$ cat config.mk
export PLATFORM = sky130hd
export DESIGN_NAME = nearest_scale_clip_address_gen
export DESIGN_NICKNAME = d
export VERILOG_FILES = /design/src/rtl/sncag_pkg.sv /design/src/rtl/nearest_scale_clip_address_gen.sv /design/src/rtl/sncag_div.sv /design/src/rtl/sncag_datapath.sv /design/src/rtl/sncag_ctrl.sv
export VERILOG_INCLUDE_DIRS = /design/src /design/src/rtl
export SDC_FILE = /design/constraint.sdc
export NUM_CORES = 2
export LEC_CHECK = 0
export CORE_MARGIN = 1.5
export CORE_UTILIZATION = 45
export DETAILED_ROUTE_END_ITERATION = 8
export DONT_BUFFER_PORTS = 1
export SYNTH_ARGS = -nofsm -noshare
export SYNTH_HDL_FRONTEND = slang
export SYNTH_SLANG_ARGS = --single-unit
$ cat constraint.sdc
create_clock -name clock -period 28.7 [get_ports clock]
set_clock_uncertainty 0.1 [all_clocks]
set_input_delay 5.74 -clock clock [delete_from_list [all_inputs] [get_ports clock]]
set_output_delay 5.74 -clock clock [all_outputs]
set_load 0.05 [all_outputs]
$ cat src/rtl/nearest_scale_clip_address_gen_assert.svh
// Assertion macros used by the address generator controller.
`ifndef NEAREST_SCALE_CLIP_ADDRESS_GEN_ASSERT_SVH
`define NEAREST_SCALE_CLIP_ADDRESS_GEN_ASSERT_SVH

// Same-cycle implication, disabled while reset is high.
`define SNCAG_ASSERT_IMP(name, clk, rst, ante, cons) \
   name: assert property (@(posedge clk) disable iff (rst) (ante) |-> (cons)) \
      else $error("sncag assertion failed");

// Next-cycle implication, disabled while reset is high.
`define SNCAG_ASSERT_NXT(name, clk, rst, ante, cons) \
   name: assert property (@(posedge clk) disable iff (rst) (ante) |=> (cons)) \
      else $error("sncag assertion failed");

`endif

$ cat src/rtl/sncag_pkg.sv
// Types, constants and codes shared by the address generator modules.
package sncag_pkg;

   localparam int DIM_W      = 14;
   localparam int FLD_W      = 16;
   localparam int WRK_W      = 32;
   localparam int MUL_W      = 16;
   localparam int PROD_W     = 32;
   localparam int DIVD_W     = 30;
   localparam int DIVS_W     = 16;
   localparam int CNT_W      = 5;
   localparam int REG_IDX_W  = 3;
   localparam int STATUS_W   = 2;
   localparam int REQ_DATA_W = 128;
   localparam int RSP_DATA_W = 64;

   typedef logic        [DIM_W-1:0] dim_type;
   typedef logic signed [FLD_W-1:0] fld_type;
   typedef logic signed [WRK_W-1:0] wrk_type;

   // register indexes
   localparam logic [REG_IDX_W-1:0] REG_SRC_IMG_W = 3'd0;
   localparam logic [REG_IDX_W-1:0] REG_SRC_IMG_H = 3'd1;
   localparam logic [REG_IDX_W-1:0] REG_DST_IMG_W = 3'd2;
   localparam logic [REG_IDX_W-1:0] REG_DST_IMG_H = 3'd3;
   localparam logic [REG_IDX_W-1:0] REG_CLIP_L    = 3'd4;
   localparam logic [REG_IDX_W-1:0] REG_CLIP_T    = 3'd5;
   localparam logic [REG_IDX_W-1:0] REG_CLIP_W    = 3'd6;
   localparam logic [REG_IDX_W-1:0] REG_CLIP_H    = 3'd7;

   // item kinds
   localparam logic KIND_REQ   = 1'b0;
   localparam logic KIND_PIXEL = 1'b1;

   // result status codes
   localparam logic [STATUS_W-1:0] STATUS_OK    = 2'd0;
   localparam logic [STATUS_W-1:0] STATUS_EMPTY = 2'd1;
   localparam logic [STATUS_W-1:0] STATUS_PIXEL = 2'd2;
   localparam logic [STATUS_W-1:0] STATUS_IDLE  = 2'd3;

   typedef enum logic [3:0] {
      OP_NONE, OP_LOAD, OP_CLIPA, OP_CLIPB, OP_LMUL, OP_LFIX, OP_RMUL, OP_RFIX,
      OP_TPOSTA, OP_TPOSTB, OP_OK, OP_EMPTY, OP_NOP, OP_PMUL, OP_PFIX, OP_PIX
   } op_type;

   typedef enum logic [3:0] {
      ST_IDLE, ST_CLIPA, ST_CLIPB, ST_TPRE, ST_LMUL, ST_LDIV, ST_TMID, ST_RMUL,
      ST_RDIV, ST_TPOSTA, ST_TPOSTB, ST_FIN, ST_PMUL, ST_PDIV, ST_PEMIT, ST_RESP
   } state_type;

   typedef struct packed {
      op_type op;
      logic   axis;
   } cmd_type;

   typedef struct packed {
      logic active;
      logic div_done;
      logic clipa_fail;
      logic clipb_fail;
      logic pre_fail;
      logic s_neg;
      logic mid_fail;
      logic over;
      logic dw_nonpos;
      logic posta_fail;
      logic postb_fail;
   } sts_type;

endpackage

$ cat src/rtl/nearest_scale_clip_address_gen.sv
// Top level of the nearest-neighbor scaling address generator.
//
// Usage:
//   csr_*  : register writes (index 0..7, data in the low bits), always ready;
//            write only while no item is in flight.
//   req_*  : items; tuser 0 = new scale request (regions in tdata),
//            tuser 1 = ask for the next pixel address.
//   rsp_*  : one result per item; tuser is the status, tlast marks the final
//            pixel of a request.
//   One item is in flight at a time; req_tready is high only when idle, and
//   the next item can be taken in the cycle after the result is accepted.
//   A pixel item makes two passes (x then y) through the shared 30-step
//   bit-serial divider, each with launch and finish, plus one emit step.
//   A request that yields a window runs a division for each source edge
//   it trims, on either side of both axes; a request that clips to nothing answers
//   from the stage that rejects it; a pixel item with nothing pending goes
//   straight to the result.
//   When rsp_tready is low the result is held and no new item is taken.
//   Reset clears the configuration, the cursor and the active flag, drops any pending request and idles.
module nearest_scale_clip_address_gen (
   input  logic                                 clock,
   input  logic                                 reset,
   input  logic                                 req_tvalid,
   output logic                                 req_tready,
   // src_x, src_y, src_w, src_h, dst_x, dst_y, dst_w, dst_h (16 bits each)
   input  logic [sncag_pkg::REQ_DATA_W-1:0]     req_tdata,
   // kind
   input  logic                                 req_tuser,
   output logic                                 rsp_tvalid,
   input  logic                                 rsp_tready,
   // out_dst_x, out_dst_y, out_src_x, out_src_y (14 bits each), row_end, zero fill
   output logic [sncag_pkg::RSP_DATA_W-1:0]     rsp_tdata,
   // status
   output logic [sncag_pkg::STATUS_W-1:0]       rsp_tuser,
   output logic                                 rsp_tlast,
   input  logic                                 csr_valid,
   output logic                                 csr_ready,
   input  logic [sncag_pkg::REG_IDX_W-1:0]      csr_index,
   input  logic [sncag_pkg::FLD_W-1:0]          csr_data
);

   sncag_pkg::cmd_type cmd;
   sncag_pkg::sts_type sts;

   assign csr_ready = 1'b1;

   sncag_ctrl u_ctrl (
      .clock      (clock),
      .reset      (reset),
      .req_tvalid (req_tvalid),
      .req_tuser  (req_tuser),
      .req_tready (req_tready),
      .rsp_tvalid (rsp_tvalid),
      .rsp_tready (rsp_tready),
      .sts        (sts),
      .cmd        (cmd)
   );

   sncag_datapath u_datapath (
      .clock     (clock),
      .reset     (reset),
      .cmd       (cmd),
      .req_tdata (req_tdata),
      .csr_we    (csr_valid),
      .csr_index (csr_index),
      .csr_data  (csr_data),
      .sts       (sts),
      .rsp_tdata (rsp_tdata),
      .rsp_tuser (rsp_tuser),
      .rsp_tlast (rsp_tlast)
   );

endmodule

$ cat src/rtl/sncag_div.sv
// Restoring unsigned divider, one quotient bit per cycle.
module sncag_div (
   input  logic                          clock,
   input  logic                          reset,
   input  logic                          start,
   input  logic [sncag_pkg::DIVD_W-1:0]  dividend,
   input  logic [sncag_pkg::DIVS_W-1:0]  divisor,
   output logic [sncag_pkg::DIVD_W-1:0]  quotient,
   output logic                          done
);

   logic [sncag_pkg::DIVD_W-1:0] q_ff, q_in;
   logic [sncag_pkg::DIVS_W-1:0] rem_ff, rem_in;
   logic [sncag_pkg::DIVS_W-1:0] den_ff, den_in;
   logic [sncag_pkg::CNT_W-1:0]  cnt_ff, cnt_in;
   logic [sncag_pkg::DIVS_W:0]   trial;
   logic [sncag_pkg::DIVS_W:0]   diff;
   logic                         ge;

   // one trial subtraction per step
   assign trial = {rem_ff, q_ff[sncag_pkg::DIVD_W-1]};
   assign ge    = trial >= {1'b0, den_ff};
   assign diff  = trial - {1'b0, den_ff};

   always_comb begin
      q_in   = q_ff;
      rem_in = rem_ff;
      den_in = den_ff;
      cnt_in = cnt_ff;
      if (start) begin
         q_in   = dividend;
         rem_in = '0;
         den_in = divisor;
         cnt_in = sncag_pkg::CNT_W'(sncag_pkg::DIVD_W);
      end else if (cnt_ff != '0) begin
         q_in   = {q_ff[sncag_pkg::DIVD_W-2:0], ge};
         rem_in = ge ? diff[sncag_pkg::DIVS_W-1:0] : trial[sncag_pkg::DIVS_W-1:0];
         cnt_in = cnt_ff - 1'b1;
      end
   end

   always_ff @(posedge clock) begin
      if (reset) begin
         cnt_ff <= '0;
      end else begin
         cnt_ff <= cnt_in;
      end
      q_ff   <= q_in;
      rem_ff <= rem_in;
      den_ff <= den_in;
   end

   assign quotient = q_ff;
   assign done     = cnt_ff == '0;

endmodule

$ cat src/rtl/sncag_datapath.sv
// Datapath: registers, clipping and trimming arithmetic, cursor and result register.
module sncag_datapath (
   input  logic                                  clock,
   input  logic                                  reset,
   input  sncag_pkg::cmd_type                    cmd,
   input  logic [sncag_pkg::REQ_DATA_W-1:0]      req_tdata,
   input  logic                                  csr_we,
   input  logic [sncag_pkg::REG_IDX_W-1:0]       csr_index,
   input  logic [sncag_pkg::FLD_W-1:0]           csr_data,
   output sncag_pkg::sts_type                    sts,
   output logic [sncag_pkg::RSP_DATA_W-1:0]      rsp_tdata,
   output logic [sncag_pkg::STATUS_W-1:0]        rsp_tuser,
   output logic                                  rsp_tlast
);

   // configuration
   sncag_pkg::dim_type img_src_ff[2], img_src_in[2];
   sncag_pkg::dim_type img_dst_ff[2], img_dst_in[2];
   sncag_pkg::fld_type clip_pos_ff[2], clip_pos_in[2];
   sncag_pkg::fld_type clip_len_ff[2], clip_len_in[2];

   // per-axis working regions; index 0 is x, 1 is y
   sncag_pkg::wrk_type s_ff[2], s_in[2];
   sncag_pkg::wrk_type sw_ff[2], sw_in[2];
   sncag_pkg::wrk_type d_ff[2], d_in[2];
   sncag_pkg::wrk_type dw_ff[2], dw_in[2];
   sncag_pkg::wrk_type c_ff[2], c_in[2];
   sncag_pkg::wrk_type cw_ff[2], cw_in[2];
   sncag_pkg::dim_type samp_ff[2], samp_in[2];

   logic               active_ff, active_in;
   sncag_pkg::dim_type col_ff, col_in, row_ff, row_in;

   // result register
   logic [sncag_pkg::STATUS_W-1:0] st_ff, st_in;
   sncag_pkg::dim_type             odx_ff, odx_in, ody_ff, ody_in;
   sncag_pkg::dim_type             osx_ff, osx_in, osy_ff, osy_in;
   logic                           rend_ff, rend_in, last_ff, last_in;

   // axis-selected values
   sncag_pkg::wrk_type s_a, sw_a, d_a, dw_a, c_a, cw_a, img_s_a, img_d_a;
   sncag_pkg::wrk_type img_s[2], img_d[2];
   sncag_pkg::wrk_type ca_c[2], ca_cw[2], cb_c[2], cb_cw[2];
   sncag_pkg::wrk_type pa_c, pa_cw, pb_cw;
   logic               pa_fail1, pa_fail2;
   sncag_pkg::wrk_type pix_a, neg_s, rem_src, pix_off, quot_w;
   logic [sncag_pkg::MUL_W-1:0]  mul_a, mul_b;
   logic [sncag_pkg::PROD_W-1:0] product;
   logic [sncag_pkg::DIVS_W-1:0] divisor;
   logic                         div_start, div_done;
   logic [sncag_pkg::DIVD_W-1:0] div_quot;
   sncag_pkg::wrk_type           px, py;
   logic [sncag_pkg::DIM_W:0]    col_p1, row_p1;
   logic                         rend, fin;

   function automatic sncag_pkg::wrk_type sext16(input logic [sncag_pkg::FLD_W-1:0] v);
      return {{(sncag_pkg::WRK_W-sncag_pkg::FLD_W){v[sncag_pkg::FLD_W-1]}}, v};
   endfunction

   function automatic sncag_pkg::wrk_type zext14(input sncag_pkg::dim_type v);
      return {{(sncag_pkg::WRK_W-sncag_pkg::DIM_W){1'b0}}, v};
   endfunction

   function automatic logic spans_meet(input sncag_pkg::wrk_type a, input sncag_pkg::wrk_type aw,
                                       input sncag_pkg::wrk_type bw);
      return !((a + aw <= 0) || (bw <= a));
   endfunction

   assign img_s[0] = zext14(img_src_ff[0]);
   assign img_s[1] = zext14(img_src_ff[1]);
   assign img_d[0] = zext14(img_dst_ff[0]);
   assign img_d[1] = zext14(img_dst_ff[1]);

   assign s_a     = s_ff[cmd.axis];
   assign sw_a    = sw_ff[cmd.axis];
   assign d_a     = d_ff[cmd.axis];
   assign dw_a    = dw_ff[cmd.axis];
   assign c_a     = c_ff[cmd.axis];
   assign cw_a    = cw_ff[cmd.axis];
   assign img_s_a = img_s[cmd.axis];
   assign img_d_a = img_d[cmd.axis];

   // clip against destination image, then against destination region
   always_comb begin
      for (int i = 0; i < 2; i++) begin
         ca_c[i]  = sext16(clip_pos_ff[i]);
         ca_cw[i] = sext16(clip_len_ff[i]);
         if (ca_c[i] < 0) begin
            ca_cw[i] = ca_cw[i] + ca_c[i];
            ca_c[i]  = '0;
         end
         if (ca_c[i] + ca_cw[i] > img_d[i]) begin
            ca_cw[i] = img_d[i] - ca_c[i];
         end
         cb_c[i]  = c_ff[i];
         cb_cw[i] = cw_ff[i];
         if (cb_c[i] < d_ff[i]) begin
            cb_cw[i] = cb_cw[i] + cb_c[i] - d_ff[i];
            cb_c[i]  = d_ff[i];
         end
         if (cb_c[i] + cb_cw[i] > d_ff[i] + dw_ff[i]) begin
            cb_cw[i] = d_ff[i] + dw_ff[i] - cb_c[i];
         end
      end
   end

   // window trim after the source region was trimmed on this axis
   always_comb begin
      pa_fail1 = (dw_a <= 0) || (sw_a <= 0);
      pa_c     = c_a;
      pa_cw    = cw_a;
      if (pa_c < 0) begin
         pa_cw = pa_cw + pa_c;
         pa_c  = '0;
      end
      pa_fail2 = (pa_cw <= 0) || (pa_c >= img_d_a);
      if (pa_c < d_a) begin
         pa_cw = pa_cw + pa_c - d_a;
         pa_c  = d_a;
      end
      pb_cw = cw_a;
      if (c_a + pb_cw > d_a + dw_a) begin
         pb_cw = d_a + dw_a - c_a;
      end
      if (c_a + pb_cw > img_d_a) begin
         pb_cw = img_d_a - c_a;
      end
   end

   // status toward the controller
   always_comb begin
      sts.active     = active_ff;
      sts.div_done   = div_done;
      sts.clipa_fail = (dw_ff[0] <= 0) || (dw_ff[1] <= 0)
                       || !spans_meet(d_ff[0], dw_ff[0], img_d[0])
                       || !spans_meet(d_ff[1], dw_ff[1], img_d[1])
                       || !spans_meet(s_ff[0], sw_ff[0], img_s[0])
                       || !spans_meet(s_ff[1], sw_ff[1], img_s[1]);
      sts.clipb_fail = (sw_ff[0] <= 0) || (sw_ff[1] <= 0) || (cb_cw[0] <= 0) || (cb_cw[1] <= 0);
      sts.pre_fail   = (sw_a <= 0) || (dw_a <= 0);
      sts.s_neg      = s_a < 0;
      sts.mid_fail   = (s_a >= img_s_a) || (sw_a <= 0);
      sts.over       = s_a + sw_a > img_s_a;
      sts.dw_nonpos  = dw_a <= 0;
      sts.posta_fail = pa_fail1 || pa_fail2;
      sts.postb_fail = pb_cw <= 0;
   end

   // multiplier operands and divider launch
   assign pix_a   = c_a + zext14(cmd.axis ? row_ff : col_ff);
   assign neg_s   = -s_a;
   assign rem_src = img_s_a - s_a;
   assign pix_off = pix_a - d_a;

   always_comb begin
      mul_a     = pix_off[sncag_pkg::MUL_W-1:0];
      mul_b     = sw_a[sncag_pkg::MUL_W-1:0];
      divisor   = dw_a[sncag_pkg::DIVS_W-1:0];
      div_start = 1'b0;
      case (cmd.op)
         sncag_pkg::OP_LMUL: begin
            mul_a     = neg_s[sncag_pkg::MUL_W-1:0];
            mul_b     = dw_a[sncag_pkg::MUL_W-1:0];
            divisor   = sw_a[sncag_pkg::DIVS_W-1:0];
            div_start = 1'b1;
         end
         sncag_pkg::OP_RMUL: begin
            mul_a     = dw_a[sncag_pkg::MUL_W-1:0];
            mul_b     = rem_src[sncag_pkg::MUL_W-1:0];
            divisor   = sw_a[sncag_pkg::DIVS_W-1:0];
            div_start = 1'b1;
         end
         sncag_pkg::OP_PMUL: begin
            div_start = 1'b1;
         end
         default: begin
            div_start = 1'b0;
         end
      endcase
   end

   assign product = sncag_pkg::PROD_W'(mul_a) * sncag_pkg::PROD_W'(mul_b);

   sncag_div u_div (
      .clock    (clock),
      .reset    (reset),
      .start    (div_start),
      .dividend (product[sncag_pkg::DIVD_W-1:0]),
      .divisor  (divisor),
      .quotient (div_quot),
      .done     (div_done)
   );

   assign quot_w = {{(sncag_pkg::WRK_W-sncag_pkg::DIVD_W){1'b0}}, div_quot};

   // current pixel and its row and frame marks
   assign px     = c_ff[0] + zext14(col_ff);
   assign py     = c_ff[1] + zext14(row_ff);
   assign col_p1 = {1'b0, col_ff} + 1'b1;
   assign row_p1 = {1'b0, row_ff} + 1'b1;
   assign rend   = $signed({{(sncag_pkg::WRK_W-sncag_pkg::DIM_W-1){1'b0}}, col_p1}) >= cw_ff[0];
   assign fin    = rend
                   && ($signed({{(sncag_pkg::WRK_W-sncag_pkg::DIM_W-1){1'b0}}, row_p1}) >= cw_ff[1]);

   // next register values
   always_comb begin
      for (int i = 0; i < 2; i++) begin
         img_src_in[i]  = img_src_ff[i];
         img_dst_in[i]  = img_dst_ff[i];
         clip_pos_in[i] = clip_pos_ff[i];
         clip_len_in[i] = clip_len_ff[i];
         s_in[i]        = s_ff[i];
         sw_in[i]       = sw_ff[i];
         d_in[i]        = d_ff[i];
         dw_in[i]       = dw_ff[i];
         c_in[i]        = c_ff[i];
         cw_in[i]       = cw_ff[i];
         samp_in[i]     = samp_ff[i];
      end
      active_in = active_ff;
      col_in    = col_ff;
      row_in    = row_ff;
      st_in     = st_ff;
      odx_in    = odx_ff;
      ody_in    = ody_ff;
      osx_in    = osx_ff;
      osy_in    = osy_ff;
      rend_in   = rend_ff;
      last_in   = last_ff;

      // register writes
      if (csr_we) begin
         unique case (csr_index)
            sncag_pkg::REG_SRC_IMG_W: img_src_in[0]  = csr_data[sncag_pkg::DIM_W-1:0];
            sncag_pkg::REG_SRC_IMG_H: img_src_in[1]  = csr_data[sncag_pkg::DIM_W-1:0];
            sncag_pkg::REG_DST_IMG_W: img_dst_in[0]  = csr_data[sncag_pkg::DIM_W-1:0];
            sncag_pkg::REG_DST_IMG_H: img_dst_in[1]  = csr_data[sncag_pkg::DIM_W-1:0];
            sncag_pkg::REG_CLIP_L:    clip_pos_in[0] = csr_data;
            sncag_pkg::REG_CLIP_T:    clip_pos_in[1] = csr_data;
            sncag_pkg::REG_CLIP_W:    clip_len_in[0] = csr_data;
            sncag_pkg::REG_CLIP_H:    clip_len_in[1] = csr_data;
         endcase
      end

      case (cmd.op)
         sncag_pkg::OP_LOAD: begin
            s_in[0]  = sext16(req_tdata[15:0]);
            s_in[1]  = sext16(req_tdata[31:16]);
            sw_in[0] = sext16(req_tdata[47:32]);
            sw_in[1] = sext16(req_tdata[63:48]);
            d_in[0]  = sext16(req_tdata[79:64]);
            d_in[1]  = sext16(req_tdata[95:80]);
            dw_in[0] = sext16(req_tdata[111:96]);
            dw_in[1] = sext16(req_tdata[127:112]);
         end
         sncag_pkg::OP_CLIPA: begin
            for (int i = 0; i < 2; i++) begin
               c_in[i]  = ca_c[i];
               cw_in[i] = ca_cw[i];
            end
         end
         sncag_pkg::OP_CLIPB: begin
            for (int i = 0; i < 2; i++) begin
               c_in[i]  = cb_c[i];
               cw_in[i] = cb_cw[i];
            end
         end
         sncag_pkg::OP_LFIX: begin
            // negative source origin: quotient is the magnitude of the shift
            d_in[cmd.axis]  = d_a + quot_w;
            dw_in[cmd.axis] = dw_a - quot_w;
            sw_in[cmd.axis] = sw_a + s_a;
            s_in[cmd.axis]  = '0;
         end
         sncag_pkg::OP_RFIX: begin
            dw_in[cmd.axis] = quot_w;
            sw_in[cmd.axis] = rem_src;
         end
         sncag_pkg::OP_TPOSTA: begin
            c_in[cmd.axis]  = pa_c;
            cw_in[cmd.axis] = pa_cw;
         end
         sncag_pkg::OP_TPOSTB: begin
            cw_in[cmd.axis] = pb_cw;
         end
         sncag_pkg::OP_PFIX: begin
            samp_in[cmd.axis] = div_quot[sncag_pkg::DIM_W-1:0] + s_a[sncag_pkg::DIM_W-1:0];
         end
         sncag_pkg::OP_OK: begin
            active_in = 1'b1;
            col_in    = '0;
            row_in    = '0;
            st_in     = sncag_pkg::STATUS_OK;
            odx_in    = '0;
            ody_in    = '0;
            osx_in    = '0;
            osy_in    = '0;
            rend_in   = 1'b0;
            last_in   = 1'b0;
         end
         sncag_pkg::OP_EMPTY: begin
            active_in = 1'b0;
            st_in     = sncag_pkg::STATUS_EMPTY;
            odx_in    = '0;
            ody_in    = '0;
            osx_in    = '0;
            osy_in    = '0;
            rend_in   = 1'b0;
            last_in   = 1'b0;
         end
         sncag_pkg::OP_NOP: begin
            st_in   = sncag_pkg::STATUS_IDLE;
            odx_in  = '0;
            ody_in  = '0;
            osx_in  = '0;
            osy_in  = '0;
            rend_in = 1'b0;
            last_in = 1'b0;
         end
         sncag_pkg::OP_PIX: begin
            st_in   = sncag_pkg::STATUS_PIXEL;
            odx_in  = px[sncag_pkg::DIM_W-1:0];
            ody_in  = py[sncag_pkg::DIM_W-1:0];
            osx_in  = samp_ff[0];
            osy_in  = samp_ff[1];
            rend_in = rend;
            last_in = fin;
            // advance the cursor in row order
            if (fin) begin
               active_in = 1'b0;
               col_in    = '0;
               row_in    = '0;
            end else if (rend) begin
               col_in = '0;
               row_in = row_p1[sncag_pkg::DIM_W-1:0];
            end else begin
               col_in = col_p1[sncag_pkg::DIM_W-1:0];
            end
         end
         default: begin
            active_in = active_ff;
         end
      endcase
   end

   always_ff @(posedge clock) begin
      if (reset) begin
         active_ff <= 1'b0;
         col_ff    <= '0;
         row_ff    <= '0;
         for (int i = 0; i < 2; i++) begin
            img_src_ff[i]  <= '0;
            img_dst_ff[i]  <= '0;
            clip_pos_ff[i] <= '0;
            clip_len_ff[i] <= '0;
         end
      end else begin
         active_ff <= active_in;
         col_ff    <= col_in;
         row_ff    <= row_in;
         for (int i = 0; i < 2; i++) begin
            img_src_ff[i]  <= img_src_in[i];
            img_dst_ff[i]  <= img_dst_in[i];
            clip_pos_ff[i] <= clip_pos_in[i];
            clip_len_ff[i] <= clip_len_in[i];
         end
      end
      for (int i = 0; i < 2; i++) begin
         s_ff[i]    <= s_in[i];
         sw_ff[i]   <= sw_in[i];
         d_ff[i]    <= d_in[i];
         dw_ff[i]   <= dw_in[i];
         c_ff[i]    <= c_in[i];
         cw_ff[i]   <= cw_in[i];
         samp_ff[i] <= samp_in[i];
      end
      st_ff   <= st_in;
      odx_ff  <= odx_in;
      ody_ff  <= ody_in;
      osx_ff  <= osx_in;
      osy_ff  <= osy_in;
      rend_ff <= rend_in;
      last_ff <= last_in;
   end

   assign rsp_tdata = {{(sncag_pkg::RSP_DATA_W-4*sncag_pkg::DIM_W-1){1'b0}},
                       rend_ff, osy_ff, osx_ff, ody_ff, odx_ff};
   assign rsp_tuser = st_ff;
   assign rsp_tlast = last_ff;

endmodule

$ cat src/rtl/sncag_ctrl.sv
// Controller: sequences setup, per-pixel division and the result handshake.
`include "nearest_scale_clip_address_gen_assert.svh"

module sncag_ctrl (
   input  logic                clock,
   input  logic                reset,
   input  logic                req_tvalid,
   input  logic                req_tuser,
   output logic                req_tready,
   output logic                rsp_tvalid,
   input  logic                rsp_tready,
   input  sncag_pkg::sts_type  sts,
   output sncag_pkg::cmd_type  cmd
);

   sncag_pkg::state_type state_ff, state_in;
   logic                 axis_ff, axis_in;

   // next state and axis
   always_comb begin
      state_in = state_ff;
      axis_in  = axis_ff;
      unique case (state_ff)
         sncag_pkg::ST_IDLE: begin
            axis_in = 1'b0;
            if (req_tvalid) begin
               if (req_tuser == sncag_pkg::KIND_REQ) state_in = sncag_pkg::ST_CLIPA;
               else if (sts.active)                  state_in = sncag_pkg::ST_PMUL;
               else                                  state_in = sncag_pkg::ST_RESP;
            end
         end
         sncag_pkg::ST_CLIPA:
            state_in = sts.clipa_fail ? sncag_pkg::ST_RESP : sncag_pkg::ST_CLIPB;
         sncag_pkg::ST_CLIPB:
            state_in = sts.clipb_fail ? sncag_pkg::ST_RESP : sncag_pkg::ST_TPRE;
         sncag_pkg::ST_TPRE: begin
            if (sts.pre_fail)   state_in = sncag_pkg::ST_RESP;
            else if (sts.s_neg) state_in = sncag_pkg::ST_LMUL;
            else                state_in = sncag_pkg::ST_TMID;
         end
         sncag_pkg::ST_LMUL: state_in = sncag_pkg::ST_LDIV;
         sncag_pkg::ST_LDIV: if (sts.div_done) state_in = sncag_pkg::ST_TMID;
         sncag_pkg::ST_TMID: begin
            if (sts.mid_fail)                   state_in = sncag_pkg::ST_RESP;
            else if (sts.over && sts.dw_nonpos) state_in = sncag_pkg::ST_RESP;
            else if (sts.over)                  state_in = sncag_pkg::ST_RMUL;
            else                                state_in = sncag_pkg::ST_TPOSTA;
         end
         sncag_pkg::ST_RMUL: state_in = sncag_pkg::ST_RDIV;
         sncag_pkg::ST_RDIV: if (sts.div_done) state_in = sncag_pkg::ST_TPOSTA;
         sncag_pkg::ST_TPOSTA:
            state_in = sts.posta_fail ? sncag_pkg::ST_RESP : sncag_pkg::ST_TPOSTB;
         sncag_pkg::ST_TPOSTB: begin
            if (sts.postb_fail) begin
               state_in = sncag_pkg::ST_RESP;
            end else if (axis_ff) begin
               state_in = sncag_pkg::ST_FIN;
            end else begin
               state_in = sncag_pkg::ST_TPRE;
               axis_in  = 1'b1;
            end
         end
         sncag_pkg::ST_FIN:  state_in = sncag_pkg::ST_RESP;
         sncag_pkg::ST_PMUL: state_in = sncag_pkg::ST_PDIV;
         sncag_pkg::ST_PDIV: begin
            if (sts.div_done) begin
               if (axis_ff) begin
                  state_in = sncag_pkg::ST_PEMIT;
               end else begin
                  state_in = sncag_pkg::ST_PMUL;
                  axis_in  = 1'b1;
               end
            end
         end
         sncag_pkg::ST_PEMIT: state_in = sncag_pkg::ST_RESP;
         sncag_pkg::ST_RESP:  if (rsp_tready) state_in = sncag_pkg::ST_IDLE;
      endcase
   end

   // commands and handshake outputs
   always_comb begin
      cmd.op     = sncag_pkg::OP_NONE;
      cmd.axis   = axis_ff;
      req_tready = 1'b0;
      rsp_tvalid = 1'b0;
      unique case (state_ff)
         sncag_pkg::ST_IDLE: begin
            req_tready = 1'b1;
            if (req_tvalid) begin
               if (req_tuser == sncag_pkg::KIND_REQ) cmd.op = sncag_pkg::OP_LOAD;
               else if (!sts.active)                 cmd.op = sncag_pkg::OP_NOP;
            end
         end
         sncag_pkg::ST_CLIPA:
            cmd.op = sts.clipa_fail ? sncag_pkg::OP_EMPTY : sncag_pkg::OP_CLIPA;
         sncag_pkg::ST_CLIPB:
            cmd.op = sts.clipb_fail ? sncag_pkg::OP_EMPTY : sncag_pkg::OP_CLIPB;
         sncag_pkg::ST_TPRE:
            if (sts.pre_fail) cmd.op = sncag_pkg::OP_EMPTY;
         sncag_pkg::ST_LMUL: cmd.op = sncag_pkg::OP_LMUL;
         sncag_pkg::ST_LDIV: if (sts.div_done) cmd.op = sncag_pkg::OP_LFIX;
         sncag_pkg::ST_TMID:
            if (sts.mid_fail || (sts.over && sts.dw_nonpos)) cmd.op = sncag_pkg::OP_EMPTY;
         sncag_pkg::ST_RMUL: cmd.op = sncag_pkg::OP_RMUL;
         sncag_pkg::ST_RDIV: if (sts.div_done) cmd.op = sncag_pkg::OP_RFIX;
         sncag_pkg::ST_TPOSTA:
            cmd.op = sts.posta_fail ? sncag_pkg::OP_EMPTY : sncag_pkg::OP_TPOSTA;
         sncag_pkg::ST_TPOSTB:
            cmd.op = sts.postb_fail ? sncag_pkg::OP_EMPTY : sncag_pkg::OP_TPOSTB;
         sncag_pkg::ST_FIN:   cmd.op = sncag_pkg::OP_OK;
         sncag_pkg::ST_PMUL:  cmd.op = sncag_pkg::OP_PMUL;
         sncag_pkg::ST_PDIV:  if (sts.div_done) cmd.op = sncag_pkg::OP_PFIX;
         sncag_pkg::ST_PEMIT: cmd.op = sncag_pkg::OP_PIX;
         sncag_pkg::ST_RESP:  rsp_tvalid = 1'b1;
      endcase
   end

   always_ff @(posedge clock) begin
      if (reset) begin
         state_ff <= sncag_pkg::ST_IDLE;
         axis_ff  <= 1'b0;
      end else begin
         state_ff <= state_in;
         axis_ff  <= axis_in;
      end
   end

   // a pixel item with nothing pending is answered at once
   `SNCAG_ASSERT_NXT(a_idle_pixel, clock, reset,
      req_tvalid && req_tready && (req_tuser == sncag_pkg::KIND_PIXEL) && !sts.active,
      state_ff == sncag_pkg::ST_RESP)

   // a stalled result stays offered
   `SNCAG_ASSERT_NXT(a_resp_hold, clock, reset,
      (state_ff == sncag_pkg::ST_RESP) && !rsp_tready, state_ff == sncag_pkg::ST_RESP)

   // every launch restarts the divider
   `SNCAG_ASSERT_NXT(a_div_launch, clock, reset,
      (state_ff == sncag_pkg::ST_LMUL) || (state_ff == sncag_pkg::ST_RMUL)
      || (state_ff == sncag_pkg::ST_PMUL), !sts.div_done)

   // input is only taken with no result pending
   `SNCAG_ASSERT_IMP(a_one_item, clock, reset, rsp_tvalid, !req_tready)

endmodule
# Word level (Yosys, flattened, before mapping)
# Memory sizes are Yosys's and may differ from the RTL's. A register that Yosys moved wholly into a read port is not among the register bits.
# Index checks and enable logic that the tools add are counted.
[word_totals]
elab_cells = 343
reg_bits = 161
mem_bits_rw = 532
out_inout_bits = 70
memories = 11
[op_classes]
order_cmp = 39
eq_ne = 45
bitwise = 11
n_mul = 1
n_reduce_logical = 39
muxes = 141
addsub = 39
[memory_table]
columns = ["memory", "words", "width", "rd", "rd_ports_with_merged_regs", "write_ports", "line_no", "text"]
rows = [
  ["u_datapath.c_ff", 2, 32, 3, 1, 2, "sncag_datapath.sv:27", "sncag_pkg::wrk_type c_ff[2], c_in[2];"],
  ["u_datapath.cw_ff", 2, 32, 3, 1, 2, "sncag_datapath.sv:28", "sncag_pkg::wrk_type cw_ff[2], cw_in[2];"],
  ["u_datapath.d_ff", 2, 32, 3, 1, 2, "sncag_datapath.sv:25", "sncag_pkg::wrk_type d_ff[2], d_in[2];"],
  ["u_datapath.dw_ff", 2, 32, 3, 1, 2, "sncag_datapath.sv:26", "sncag_pkg::wrk_type dw_ff[2], dw_in[2];"],
  ["u_datapath.s_ff", 2, 32, 3, 1, 2, "sncag_datapath.sv:23", "sncag_pkg::wrk_type s_ff[2], s_in[2];"],
  ["u_datapath.sw_ff", 2, 32, 3, 1, 2, "sncag_datapath.sv:24", "sncag_pkg::wrk_type sw_ff[2], sw_in[2];"],
  ["5 more memories", "-", "-", "-", "-", "-", "-", ""],
]
[ops]
columns = ["cell", "n"]
rows = [
  ["2-to-1 mux 32 bit", 25],
  ["one-hot mux 64 bit (3 select lines)", 3],
  ["bitwise mux 64 bit", 8],
  ["adder 32 bit", 15],
  ["less-or-equal comparator 32 x 1 -> 1 bit, second input constant", 14],
  ["one-hot mux 64 bit (2 select lines)", 2],
  ["one-hot mux 64 bit (4 select lines)", 1],
  ["subtractor 32 bit", 8],
  ["2-to-1 mux 14 bit", 16],
  ["one-hot mux 14 bit (2 select lines)", 6],
  ["> comparator 32 bit", 5],
  ["2-to-1 mux 16 bit", 10],
  ["less-or-equal comparator 15 x 32 -> 1 bit", 4],
  ["one-hot mux 4 bit (15 select lines)", 2],
  ["< comparator 32 bit", 3],
  ["2-to-1 mux 4 bit", 22],
  ["2-to-1 mux 28 bit", 3],
  ["AND 64 bit", 1],
  ["equality test 4 bit, second input constant", 16],
  [">= comparator 16 x 32 -> 1 bit", 2],
  [">= comparator 32 bit", 2],
  ["> comparator 32 x 15 -> 1 bit", 2],
  ["< comparator 32 x 1 -> 1 bit, second input constant", 2],
  ["NOT 64 bit", 1],
  ["other kinds (52)", 142],
]

# Depth between registers and ports, before layout
# An unclocked memory read counts as a cell.
[logic_depth]
ltp_word = 16
mapped_depth = 101

# Cells and area by module
# From an unflattened synthesis, not the netlist that was laid out.
[hier_totals]
cells_unflattened = 12020
area_unflattened_um2 = 96545.1
[modules_own_cells]
columns = ["mod", "seq_area_each_um2", "instances", "area_each_um2", "cells_per_inst"]
rows = [
  ["sncag_datapath", 17156.5, 1, 92133.4, 11589],
  ["sncag_div", 1801.7, 1, 3652.3, 326],
  ["sncag_ctrl", 100.1, 1, 748.2, 103],
  ["nearest_scale_clip_address_gen", 0.0, 1, 11.3, 2],
]

# Least setup slack after synthesis
# No wires, ideal clock.
[synth_timing]
kind = "register to register"
start = "reg (tool-made name)"
end = "reg u_datapath.u_div.q_ff, in the netlist u_datapath.u_div.quotient[29] (data pin)"
stages_incl_launch_ff = 93
path_slack_ns = 7.267
period_less_slack_ns = 21.433
arrival_time_ns = 21.073
setup_ns = 0.260
path_cell_list = "dfxtp_1 > buf_2 > buf_2 > buf_2 > buf_2 > buf_2 > buf_2 > buf_2 > buf_2 > buf_1 > clkbuf_1 > buf_1 > clkbuf_1 > nand2_1 > o21ai_0 > inv_1 > fa_1 > nor2b_1 > [57 not listed] > inv_1 > fa_1 > inv_1 > fa_1 > inv_1 > ha_1 > o21a_1 > o31a_1 > or4_1 > a31oi_1 > a21oi_1 > nand4_1 > a31oi_1 > a211o_1 > a21oi_1 > xnor2_1 > xnor3_1 > mux2_2"
[synth_lines]
columns = ["element", "line_no", "text"]
rows = [
  ["end signal: assignment", "sncag_div.sv:48", "q_ff <= q_in;"],
  ["end: declaration", "sncag_div.sv:12", "logic [sncag_pkg::DIVD_W-1:0] q_ff, q_in;"],
]

==> reports/metrics.yaml <==
outcome:
  status: "complete, but fails checks"
  violations: "DRC, capacitance limit, slew limit"
clock_network:
  post-cts-setup-buffer-count: 0
  insertion_delay_ns: 0.82
  numCtsBuffers: 90
  cts_tree: "done"
  cts.hold.buffers_added: 0
  cts_sinks: 694
  cts_max_level: 3
  path_clk_slew_ns: 0.06
  clk_path_buf_depth: 3
  cts_resized: 0
  root_buffer: "clkbuf_16"
worst_setup_path:
  reg2reg_to: "u_datapath.u_div.quotient[28]"
  critical_path.endpoint_type: "flip-flop"
  worstPathRequired_ns: 29.11
  worstSetupStartpointType: "flip-flop"
  slowest_delay_ns: 1.09
  crit_fanout: 143
  path_class: "flip-flop to flip-flop"
  crit_path_end: "u_datapath.u_div.quotient[28]"
  cp_slowest_cell: "a221oi_1"
  crit_arrival_ns: 24.37
  regToRegSetupSlack_ns: 4.74
  r2r_cells: 84
floorplanning:
  dieArea_um2: 219000
  die_w_um: 468
  num_io_pins: 223
  core-area_um2: 215000
  placementRows: 170
  start_util: 0.453
  die_h_um: 468
detailed_routing:
  wl_per_cell_um: 33.8
  drtAntennaViolNets: 0
  drc: 1
  wl_um: 515000
  drt-pass1-iter-count: 9
  avgViaCountPerCell: 6.61
  drt_iter0_drc: 12900
  vias: 101000
logic_synthesis:
  async_reset_ff_frac: 0
  syn_area_um2: 97500
  synth_cells: 12300
  synth_top_area_frac: 0.160
  synth-seq-cells: 694
  ys.flop_type: "edfxtp_1"
  synth_edf_count: 518
  yosysTopAreaCell: "edfxtp_1"
  seq_area_frac_synth: 0.196
  yosys.cell_types.count: 113
  synth.avg_cell_area_um2: 7.91
  yosys_warnings: 0
  synth_area_leaders: "edfxtp_1 (16%), ha_1 (15%), fa_1 (6.7%), a21oi_1 (5.4%), inv_1 (5.1%)"
placed_design:
  place.port_buffers: 0
  gp_congestion: 1.13
  dp_hpwl_um: 424000
hold_path:
  min_path_type: "flip-flop to flip-flop"
  hp-start: "u_datapath.u_div.cnt_ff[4]"
final_layout:
  drive_above_1_share: 0.0597
  nets: 13900
  fillers: 21200
  synthToLayoutAreaGrowth_pct: 7.64
run:
  max_cap_violations: 1
sta:
  post-route-min-period_ns: 23.96
  setup_viol: 0
  setup-tns-final_ns: 0
  worstMarginPinSlew_ns: 1.50
  relSlewSlack: -0.00795
  period_share: 0.835
  max_freq_mhz: 41.7
  rsz0062_at_grt: "no"
  hold_viol_final: 0
  slew_violations: 2
grt:
  grt_max_degree: 160
  antenna_found_initial: 96
  grt_usage: 0.454
  overflow: 0
  grt_pass1_wl_um: 711000
  grt_pass1_vias: 95100
-- cells in the mapped netlist (97+ instances only) --
| master | n |
|---|---|
| ha_1 | 1189 |
| nor4_1 | 118 |
| o211ai_1 | 97 |
| xnor2_1 | 436 |
| and3_1 | 107 |
| nand2_1 | 1228 |
| nor2b_1 | 136 |
| edfxtp_1 | 518 |
| dfxtp_1 | 176 |
| fa_1 | 327 |
| a21o_1 | 265 |
| o21bai_1 | 107 |
| nand4_1 | 119 |
| clkbuf_1 | 337 |
| inv_1 | 1334 |
| o21ai_0 | 829 |
| nor2_1 | 1004 |
| mux2_2 | 154 |
| and2_1 | 105 |
| a21oi_1 | 1053 |
| o21a_1 | 164 |
| nand3_1 | 213 |
| nand2b_1 | 158 |
| a22oi_1 | 144 |
| xor2_1 | 195 |
| a211oi_1 | 115 |
| nor3_1 | 195 |
| mux2i_1 | 227 |
-- worst min-delay path by stage --
stage,end,slack [ns],depth (start not counted)
3_3_place_gp,u_datapath.u_div.cnt_ff[4],0.36,2
5_1_grt,u_datapath.u_div.cnt_ff[4],0.39,2
4_1_cts,u_datapath.img_src_ff[0][0],0.37,2
3_5_place_dp,u_datapath.img_src_ff[0][0],0.36,2
6_report,u_datapath.u_div.cnt_ff[4],0.37,2
2_1_floorplan,u_datapath.u_div.cnt_ff[4],0.35,2
-- through the flow --
stage          hold slack [ns]  cell area (um^2)   util  setup WS, ns  instances
2_1_floorplan            0.345             97500      -          7.27      12300
3_3_place_gp             0.355            102000  0.473          5.61      15000
3_5_place_dp             0.364            102000  0.473          5.23      15000
4_1_cts                  0.372            105000  0.487          5.15      15200
5_1_grt                  0.387            105000  0.488          3.52      15200
6_report                 0.374            105000  0.488          4.74      15200
-- layer usage --
layer  vias up  routed length, um  global-route usage
met4        72              46500               0.330
li1      44100                  -                   -
met3      1686              64200               0.165
met2      6288             213000               0.671
met1     48500             191000               0.542
met5         -                494                   0
-- critical path, delay by kind of cell (launching register included) --
| family | cells | cell delay [ns] |
|---|---|---|
| AO/OA/AOI/OAI | 37 | 10.92 |
| adder cells (fa/ha/maj) | 12 | 4.48 |
| AND/OR/NAND/NOR | 17 | 3.62 |
| buffers and inverters | 13 | 2.61 |
| multiplexers | 3 | 0.75 |
| flip-flops | 1 | 0.68 |
| XOR/XNOR | 2 | 0.36 |
-- sequential cells by signal, indices dropped and copies added, names as in the netlist, 32 cells and up, named ones only --
signal	flops
u_datapath.c_ff	64
u_datapath.d_ff	64
u_datapath.clip_len_ff	32
u_datapath.cw_ff	64
u_datapath.sw_ff	64
u_datapath.s_ff	64
u_datapath.clip_pos_ff	32
u_datapath.dw_ff	64
-- cells by family (layout without fill, tap and decap cells) --
kind of cell	count (synthesis)	after routing	synth area share
multiplexers	385	385	0.0416
XOR/XNOR	633	633	0.0571
flip-flops	694	694	0.196
AO/OA/AOI/OAI	3625	3625	0.238
other	2	65	0.0000770
AND/OR/NAND/NOR	3675	3675	0.177
adder cells (fa/ha/maj)	1516	1516	0.220
buffers and inverters	1795	1794	0.0709
-- cells in the final DEF (no fill, tap or decap), drive strengths merged, types with 57 or more instances in the layout --
master  count
nor2b     136
and3      107
diode      57
o21ai     843
a211oi    116
and2      108
fa        327
clkbuf    109
xnor2     436
a221oi     57
o211ai    100
nand2b    158
buf       290
o22ai      81
mux2i     227
dfxtp     176
a21oi    1056
nor2     1006
a31oi      93
ha       1189
nand3     213
xor2      195
mux2      158
o21bai    107
o21a      164
nand2    1229
o31ai      84
nand4     119
or3        66
nor4      118
inv      1346
a21boi     78
edfxtp    518
a22oi     144
a21o      265
nor3      196
-- cell type report --
| class | instances | area (um^2) | area share |
|---|---|---|---|
| repair buffers | 290 | 2200 | 0.0210 |
| multi-input cells | 9842 | 71800 | 0.684 |
| inverters | 1337 | 5030 | 0.0479 |
| flip-flops and latches | 694 | 19100 | 0.182 |
| well taps | 2838 | 3550 | 0.0338 |
| clock inverters | 58 | 718 | 0.00684 |
| diodes | 57 | 143 | 0.00136 |
| clock buffers | 109 | 2410 | 0.0230 |
Power is not shown: default switching activity piles up to over one toggle a cycle in this logic, so the estimate is an artifact.
